===== src/design/lbc_pkg.sv =====
// shared types and constants for the (16,8) linear block codec
// no dependencies; used by lbc_regs, lbc_core and the top level
`default_nettype none

package lbc_pkg;

  localparam int PARITY_BITS = 8;
  localparam int CODE_BITS   = 16;
  localparam int DATA_BITS   = CODE_BITS - PARITY_BITS;
  localparam int ROW_COUNT   = 8;
  localparam int ROW_WIDTH   = 16;
  localparam int ADDR_WIDTH  = 5;
  localparam int PDATA_WIDTH = 32;

  // byte address of a row is 4*index
  localparam int ADDR_LSB = 2;

  localparam logic FUNC_ENCODE = 1'b0;
  localparam logic FUNC_DECODE = 1'b1;

  typedef logic [ROW_COUNT-1:0][ROW_WIDTH-1:0] row_array_t;

  localparam row_array_t ROW_RESET = '{
    16'd33008, 16'd16588, 16'd8362, 16'd4182,
    16'd2281,  16'd1173,  16'd635,  16'd487
  };

  typedef struct packed {
    logic [CODE_BITS-1:0]   word;
    logic [DATA_BITS-1:0]   data;
    logic [PARITY_BITS-1:0] syndrome;
    logic                   error_seen;
    logic                   bit_fixed;
  } result_t;

endpackage

`default_nettype wire


===== src/design/lbc_regs.sv =====
// parity-check matrix row registers behind an apb-style port
// depends on lbc_pkg
`default_nettype none

module lbc_regs (
  input  wire logic                            clk,
  input  wire logic                            rst,
  input  wire logic                            psel,
  input  wire logic                            penable,
  input  wire logic                            pwrite,
  input  wire logic [lbc_pkg::ADDR_WIDTH-1:0]  paddr,
  input  wire logic [lbc_pkg::PDATA_WIDTH-1:0] pwdata,
  output logic      [lbc_pkg::PDATA_WIDTH-1:0] prdata,
  output logic                                 pready,
  output lbc_pkg::row_array_t                  rows
);
  import lbc_pkg::*;

  logic [ADDR_WIDTH-ADDR_LSB-1:0] index;
  logic                           wr_en;

  assign index  = paddr[ADDR_WIDTH-1:ADDR_LSB];
  assign pready = 1'b1;
  assign wr_en  = psel & penable & pwrite & pready;

  always_ff @(posedge clk) begin
    if (rst) begin
      rows <= ROW_RESET;
    end else if (wr_en) begin
      rows[index] <= pwdata[ROW_WIDTH-1:0];
    end
  end

  assign prdata = {{(PDATA_WIDTH-ROW_WIDTH){1'b0}}, rows[index]};

endmodule

`default_nettype wire


===== src/design/lbc_core.sv =====
// encode / syndrome-decode logic for one item, purely combinational
// depends on lbc_pkg
`default_nettype none

module lbc_core (
  input  wire logic                          func,
  input  wire logic [lbc_pkg::CODE_BITS-1:0] word_in,
  input  lbc_pkg::row_array_t                rows,
  output lbc_pkg::result_t                   result
);
  import lbc_pkg::*;

  logic [DATA_BITS-1:0]   data;
  logic [PARITY_BITS-1:0] parity;
  logic [PARITY_BITS-1:0] syn;
  logic [CODE_BITS-1:0]   flip;
  logic [PARITY_BITS-1:0] col [CODE_BITS];

  assign data = word_in[DATA_BITS-1:0];

  always_comb begin
    for (int r = 0; r < PARITY_BITS; r++) begin
      parity[r] = ^(rows[r][DATA_BITS-1:0] & data);
      syn[r]    = ^(rows[r][CODE_BITS-1:0] & word_in);
    end
  end

  // a bit flips when its matrix column equals a nonzero syndrome
  always_comb begin
    for (int i = 0; i < CODE_BITS; i++) begin
      for (int r = 0; r < PARITY_BITS; r++) begin
        col[i][r] = rows[r][i];
      end
      flip[i] = (syn != '0) && (col[i] == syn);
    end
  end

  always_comb begin
    unique case (func)
      FUNC_ENCODE: begin
        result.word       = {parity, data};
        result.syndrome   = '0;
        result.error_seen = 1'b0;
        result.bit_fixed  = 1'b0;
      end
      FUNC_DECODE: begin
        result.word       = word_in ^ flip;
        result.syndrome   = syn;
        result.error_seen = (syn != '0);
        result.bit_fixed  = |flip;
      end
      default: begin
        result.word       = word_in;
        result.syndrome   = '0;
        result.error_seen = 1'b0;
        result.bit_fixed  = 1'b0;
      end
    endcase
    result.data = result.word[DATA_BITS-1:0];
  end

endmodule

`default_nettype wire


===== src/design/linear_block_16_8_codec_top.sv =====
// top level of the (16,8) linear block codec: input register, core, result register
// depends on lbc_pkg, lbc_regs, lbc_core
`default_nettype none

// Systematic (16,8) binary linear block encoder / syndrome decoder. func 0 encodes
// the data byte in word_in[7:0] into a codeword with parity bit r at bit 8+r; func 1
// decodes a received word, computes the 8-bit syndrome and flips every bit whose
// parity-check column equals a nonzero syndrome. The eight matrix rows are the
// registers at byte addresses 0x00..0x1C and reset to the ROW_RESET matrix; write them
// only while no item is in flight. An item passes the input register and then the result
// register, where its result is presented; one item is taken every cycle as long as
// out_ready stays high, and the single core between the two registers sets that rate
// of one item per clock.
module linear_block_16_8_codec_top (
  input  wire logic                            clk,
  input  wire logic                            rst,
  input  wire logic                            in_valid,
  output logic                                 in_ready,
  input  wire logic                            func,
  input  wire logic [lbc_pkg::CODE_BITS-1:0]   word_in,
  output logic                                 out_valid,
  input  wire logic                            out_ready,
  output logic      [lbc_pkg::CODE_BITS-1:0]   word_out,
  output logic      [lbc_pkg::DATA_BITS-1:0]   data_out,
  output logic      [lbc_pkg::PARITY_BITS-1:0] syndrome,
  output logic                                 error_seen,
  output logic                                 bit_fixed,
  input  wire logic                            psel,
  input  wire logic                            penable,
  input  wire logic                            pwrite,
  input  wire logic [lbc_pkg::ADDR_WIDTH-1:0]  paddr,
  input  wire logic [lbc_pkg::PDATA_WIDTH-1:0] pwdata,
  output logic      [lbc_pkg::PDATA_WIDTH-1:0] prdata,
  output logic                                 pready
);
  import lbc_pkg::*;

  row_array_t           rows;
  logic                 s1_valid;
  logic                 s1_func;
  logic [CODE_BITS-1:0] s1_word;
  result_t              core_result;
  result_t              result;
  logic                 advance;

  lbc_regs u_regs (
    .clk     (clk),
    .rst     (rst),
    .psel    (psel),
    .penable (penable),
    .pwrite  (pwrite),
    .paddr   (paddr),
    .pwdata  (pwdata),
    .prdata  (prdata),
    .pready  (pready),
    .rows    (rows)
  );

  lbc_core u_core (
    .func    (s1_func),
    .word_in (s1_word),
    .rows    (rows),
    .result  (core_result)
  );

  // result register free or being drained this cycle
  assign advance  = !out_valid || out_ready;
  assign in_ready = advance || !s1_valid;

  always_ff @(posedge clk) begin
    if (rst) begin
      s1_valid <= 1'b0;
    end else if (in_ready) begin
      s1_valid <= in_valid;
    end
  end

  always_ff @(posedge clk) begin
    if (in_ready && in_valid) begin
      s1_func <= func;
      s1_word <= word_in;
    end
  end

  always_ff @(posedge clk) begin
    if (rst) begin
      out_valid <= 1'b0;
    end else if (advance) begin
      out_valid <= s1_valid;
    end
  end

  always_ff @(posedge clk) begin
    if (advance && s1_valid) begin
      result <= core_result;
    end
  end

  assign word_out   = result.word;
  assign data_out   = result.data;
  assign syndrome   = result.syndrome;
  assign error_seen = result.error_seen;
  assign bit_fixed  = result.bit_fixed;

endmodule

`default_nettype wire

===== config.mk =====
export PLATFORM = sky130hd
export DESIGN_NAME = linear_block_16_8_codec_top
export DESIGN_NICKNAME = d
export VERILOG_FILES = /design/src/design/lbc_pkg.sv /design/src/design/lbc_regs.sv /design/src/design/lbc_core.sv /design/src/design/linear_block_16_8_codec_top.sv
export SDC_FILE = /design/constraint.sdc
export NUM_CORES = 1
export LEC_CHECK = 0
export BUFFER_PORTS_ARGS = -buffer_cell sky130_fd_sc_hd__buf_2
export CORE_AREA = 2 2 179 137
export CTS_CLUSTER_DIAMETER = 30
export DETAILED_ROUTE_END_ITERATION = 6
export DIE_AREA = 0 0 181 139
export PLACE_DENSITY = 0.73
export REMOVE_ABC_BUFFERS = 1
export SLEW_MARGIN = 10
export SYNTH_ARGS = -nofsm -noshare
export SYNTH_HDL_FRONTEND = slang
export SYNTH_SLANG_ARGS = --single-unit

===== constraint.sdc =====
create_clock -name clk -period 3.4 [get_ports clk]
set_input_delay 0.85 -clock clk [delete_from_list [all_inputs] [get_ports clk]]
set_output_delay 0.85 -clock clk [all_outputs]
set_load 0.01 [all_outputs]

==> flow_summary.yaml <==
run_status:
  status: "complete, no violations"
finish:
  area_growth_pct: 24.9
  multiInputGateArea_sq_mm: 0.00629
  final_area_sq_mm: 0.0130
  diodes: 0
  layout-drive-gt1-share_pct: 24.4
  seq_area_sq_mm: 0.00389
  nFillCells: 2141
  finalNetCount: 1506
pwr:
  p_leak_nw: 4.98
  irDropWorstVdd_v: 0.000494
  powerDensity_mw_per_mm2: 486
  total_power_mw: 6.31
synthesis:
  syn-instance-count: 1272
  synth_edf_count: 43
  ys_ff_latch: 173
  synth_top_area_share_pct: 25.1
  synth_area_sq_mm: 0.0104
  synth_ff_type: "dfxtp_1"
  yosysSeqAreaShare_pct: 37.5
  yosys.area.top_type: "dfxtp_1"
  synthArstFlopShare_pct: 0
  synth_cell_types: 32
  syn_avg_cell_area_sq_um: 8.17
  ys_top_cells_by_area: "dfxtp_1 (25%), xnor2_1 (18%), nand2_1 (14%)"
  yosysWarnings: 0
sta:
  setup_viol: 0
  fin_worst_skew_ps: 15.2
  period_minus_slack_ps: 3370
  clock.fmax_mhz: 296
  worst_pin_slew_ps: 1110
  final_max_slew_viol_count: 0
  fin_crit_sh_pct: 99.2
  finalHoldViolCount: 0
  hold_slack_ps: 501
  setup_ws_ps: 27.2
  slew_headroom_pct: 25.5
  rsz0062_at_grt: "yes"
  fin_setup_tns_ps: 0
clock_network:
  postCtsHoldBufs: 0
  cts_sinks: 173
  cts_tree: "yes"
  htreeDepth: 4
  root_buffer: "clkbuf_16"
  worstSkewPairLatency_ps: 460
  numCtsBuffers: 17
  cts.path.max_buffers: 2
  path_clk_slew_ps: 70
grt:
  gr-total-overflow: 0
  grt_first_pass_wirelength_um: 56600
  grt_start_max_net_pins: 78
  grt_pass1_vias: 9664
  antenna_found_initial: 1
  grt_util_all_layers_pct: 30.1
detailed_routing:
  top_layer: "met5"
  dr.pass1.iters: 6
  drc: 0
  wl_per_cell_um: 21.8
  first_iter_violations: 1519
  ant_nets: 0
  routedLengthMet1_um: 15300
  wirelength_um: 38400
  viasPerCell: 5.72
  wl_met2_um: 16400
  dr_total_vias: 10100
  met3_length_um: 5200
floorplan:
  die_height_um: 139
  placementRows: 49
  core_sq_mm: 0.0235
  die-area_sq_mm: 0.0252
  die_x_um: 181
  ios: 130
  start_util_pct: 44.1
placement:
  pre_cts_ws_ps: -166
  placed_area_sq_mm: 0.0117
  io_buffers: 94
  gp_congestion: 1.00
  dp_hpwl_um: 25200
hold_path:
  hold_path.class: "reg -> reg"
  hold_start: "u_regs.rows[92]$_SDFFE_PP0P_"
worst_setup_path:
  worstSetupStartpointType: "register"
  rr_startpoint: "s1_word[2]$_DFFE_PP_"
  end_kind: "register"
  worstPathRequired_ps: 3600
  crit_fanout: 7
  crit_arrival_ps: 3570
  critPathLaunch: "s1_word[2]$_DFFE_PP_"
  path_class: "reg -> reg"
run:
  cap_viol_max_count: 0
[cells in the mapped netlist (all sizes together), types with 3 or more instances]
| cell | instances |
|---|---|
| nand4 | 21 |
| mux2i | 8 |
| nor3b | 3 |
| xnor2 | 223 |
| nand3 | 8 |
| nor2 | 20 |
| xor2 | 41 |
| a21oi | 85 |
| edfxtp | 43 |
| a22oi | 64 |
| nor4 | 29 |
| clkbuf | 61 |
| nand2 | 399 |
| nand3b | 45 |
| and2 | 9 |
| dfxtp | 130 |
| buf | 61 |
| and3 | 7 |
[power breakdown]
part | leakage (nW) | switching (mW) | internal (mW)
clock | 0.277 | 0.882 | 1.09
sequential | 1.46 | 0.0387 | 2.17
combinational | 3.24 | 1.11 | 1.01
total | 4.98 | 2.03 | 4.28
[worst paths after layout]
path / to / slack, ps / cells past startpoint
setup / recovery: bit_fixed$_SDFFCE_PN0P_ / 30 / 12
hold / removal: u_regs.rows[92]$_SDFFE_PP0P_ / 500 / 2
setup reg to reg: bit_fixed$_SDFFCE_PN0P_ / 30 / 12
hold reg to reg: u_regs.rows[92]$_SDFFE_PP0P_ / 500 / 2
[stage by stage]
stage,instances,util (%)
final,1764,55.1
after global routing,1764,55.1
after CTS,1751,53.7
after detailed placement,1695,49.7
after global placement,1695,49.7
after floorplan,1165,-
[per-layer routing]
metal	vias to the layer above	track usage, %
li1	4486	-
met1	4698	40.3
met2	765	43.4
met3	132	10.5
met4	2	13.9
met5	-	0
[worst max-delay path: stages, from the launching register on]
cell	delay, ps
edfxtp_1	510
buf_6	170
nand2_1	100
xor2_2	260
xnor2_2	130
xnor2_2	180
xnor2_2	280
and4_4	330
nand2_8	90
buf_4	170
nand3_1	210
nand4b_1	210
o41a_1	470
[sequential cells by signal, indices dropped and copies added (netlist names)]
name	count
word_out	16
u_regs.rows	128
syndrome	8
out_valid	1
s1_func	1
bit_fixed	1
s1_word	16
s1_valid	1
error_seen	1
[placed cells by master (no fill, tap or decap), types with 5 or more instances in the layout]
| cell type | count |
|---|---|
| a21oi_1 | 85 |
| a22oi_1 | 64 |
| and2_1 | 8 |
| buf_12 | 5 |
| buf_2 | 96 |
| buf_4 | 148 |
| buf_6 | 11 |
| clkbuf_16 | 18 |
| conb_1 | 17 |
| dfxtp_1 | 130 |
| edfxtp_1 | 43 |
| mux2i_1 | 8 |
| nand2_1 | 395 |
| nand3_1 | 8 |
| nand3b_1 | 45 |
| nand4_1 | 21 |
| nor2_1 | 20 |
| nor4_1 | 28 |
| xnor2_1 | 184 |
| xnor2_2 | 39 |
| xor2_1 | 32 |
| xor2_2 | 9 |
[layout make-up]
class	instances	share of cell area, %
multi-input cells	991	48.5
flip-flops and latches	173	30.0
repair buffers	261	14.0
clock buffers	20	3.68
well taps	306	2.95
clock inverters	12	0.849
inverters	1	0.0289
[cells by family after synthesis]
| kind of cell | after synthesis | synth area share [%] |
|---|---|---|
| and+or+nand+nor | 552 | 23.8 |
| other | 2 | 0.0723 |
| muxes | 8 | 0.771 |
| buffers and inverters | 123 | 6.22 |
| DFF | 173 | 37.5 |
| xor gates and xnor gates | 264 | 22.8 |
| AOI/OAI and AO/OA | 150 | 8.83 |
[repair_timing]
| action | CTS | global route |
|---|---|---|
| pin swaps | 9 | 38 |
| resized for setup | 25 | 42 |
| endpoints found under the setup margin | 6 | 9 |
| setup buffers | 24 | 15 |
Power figures use the tool's default switching activity.
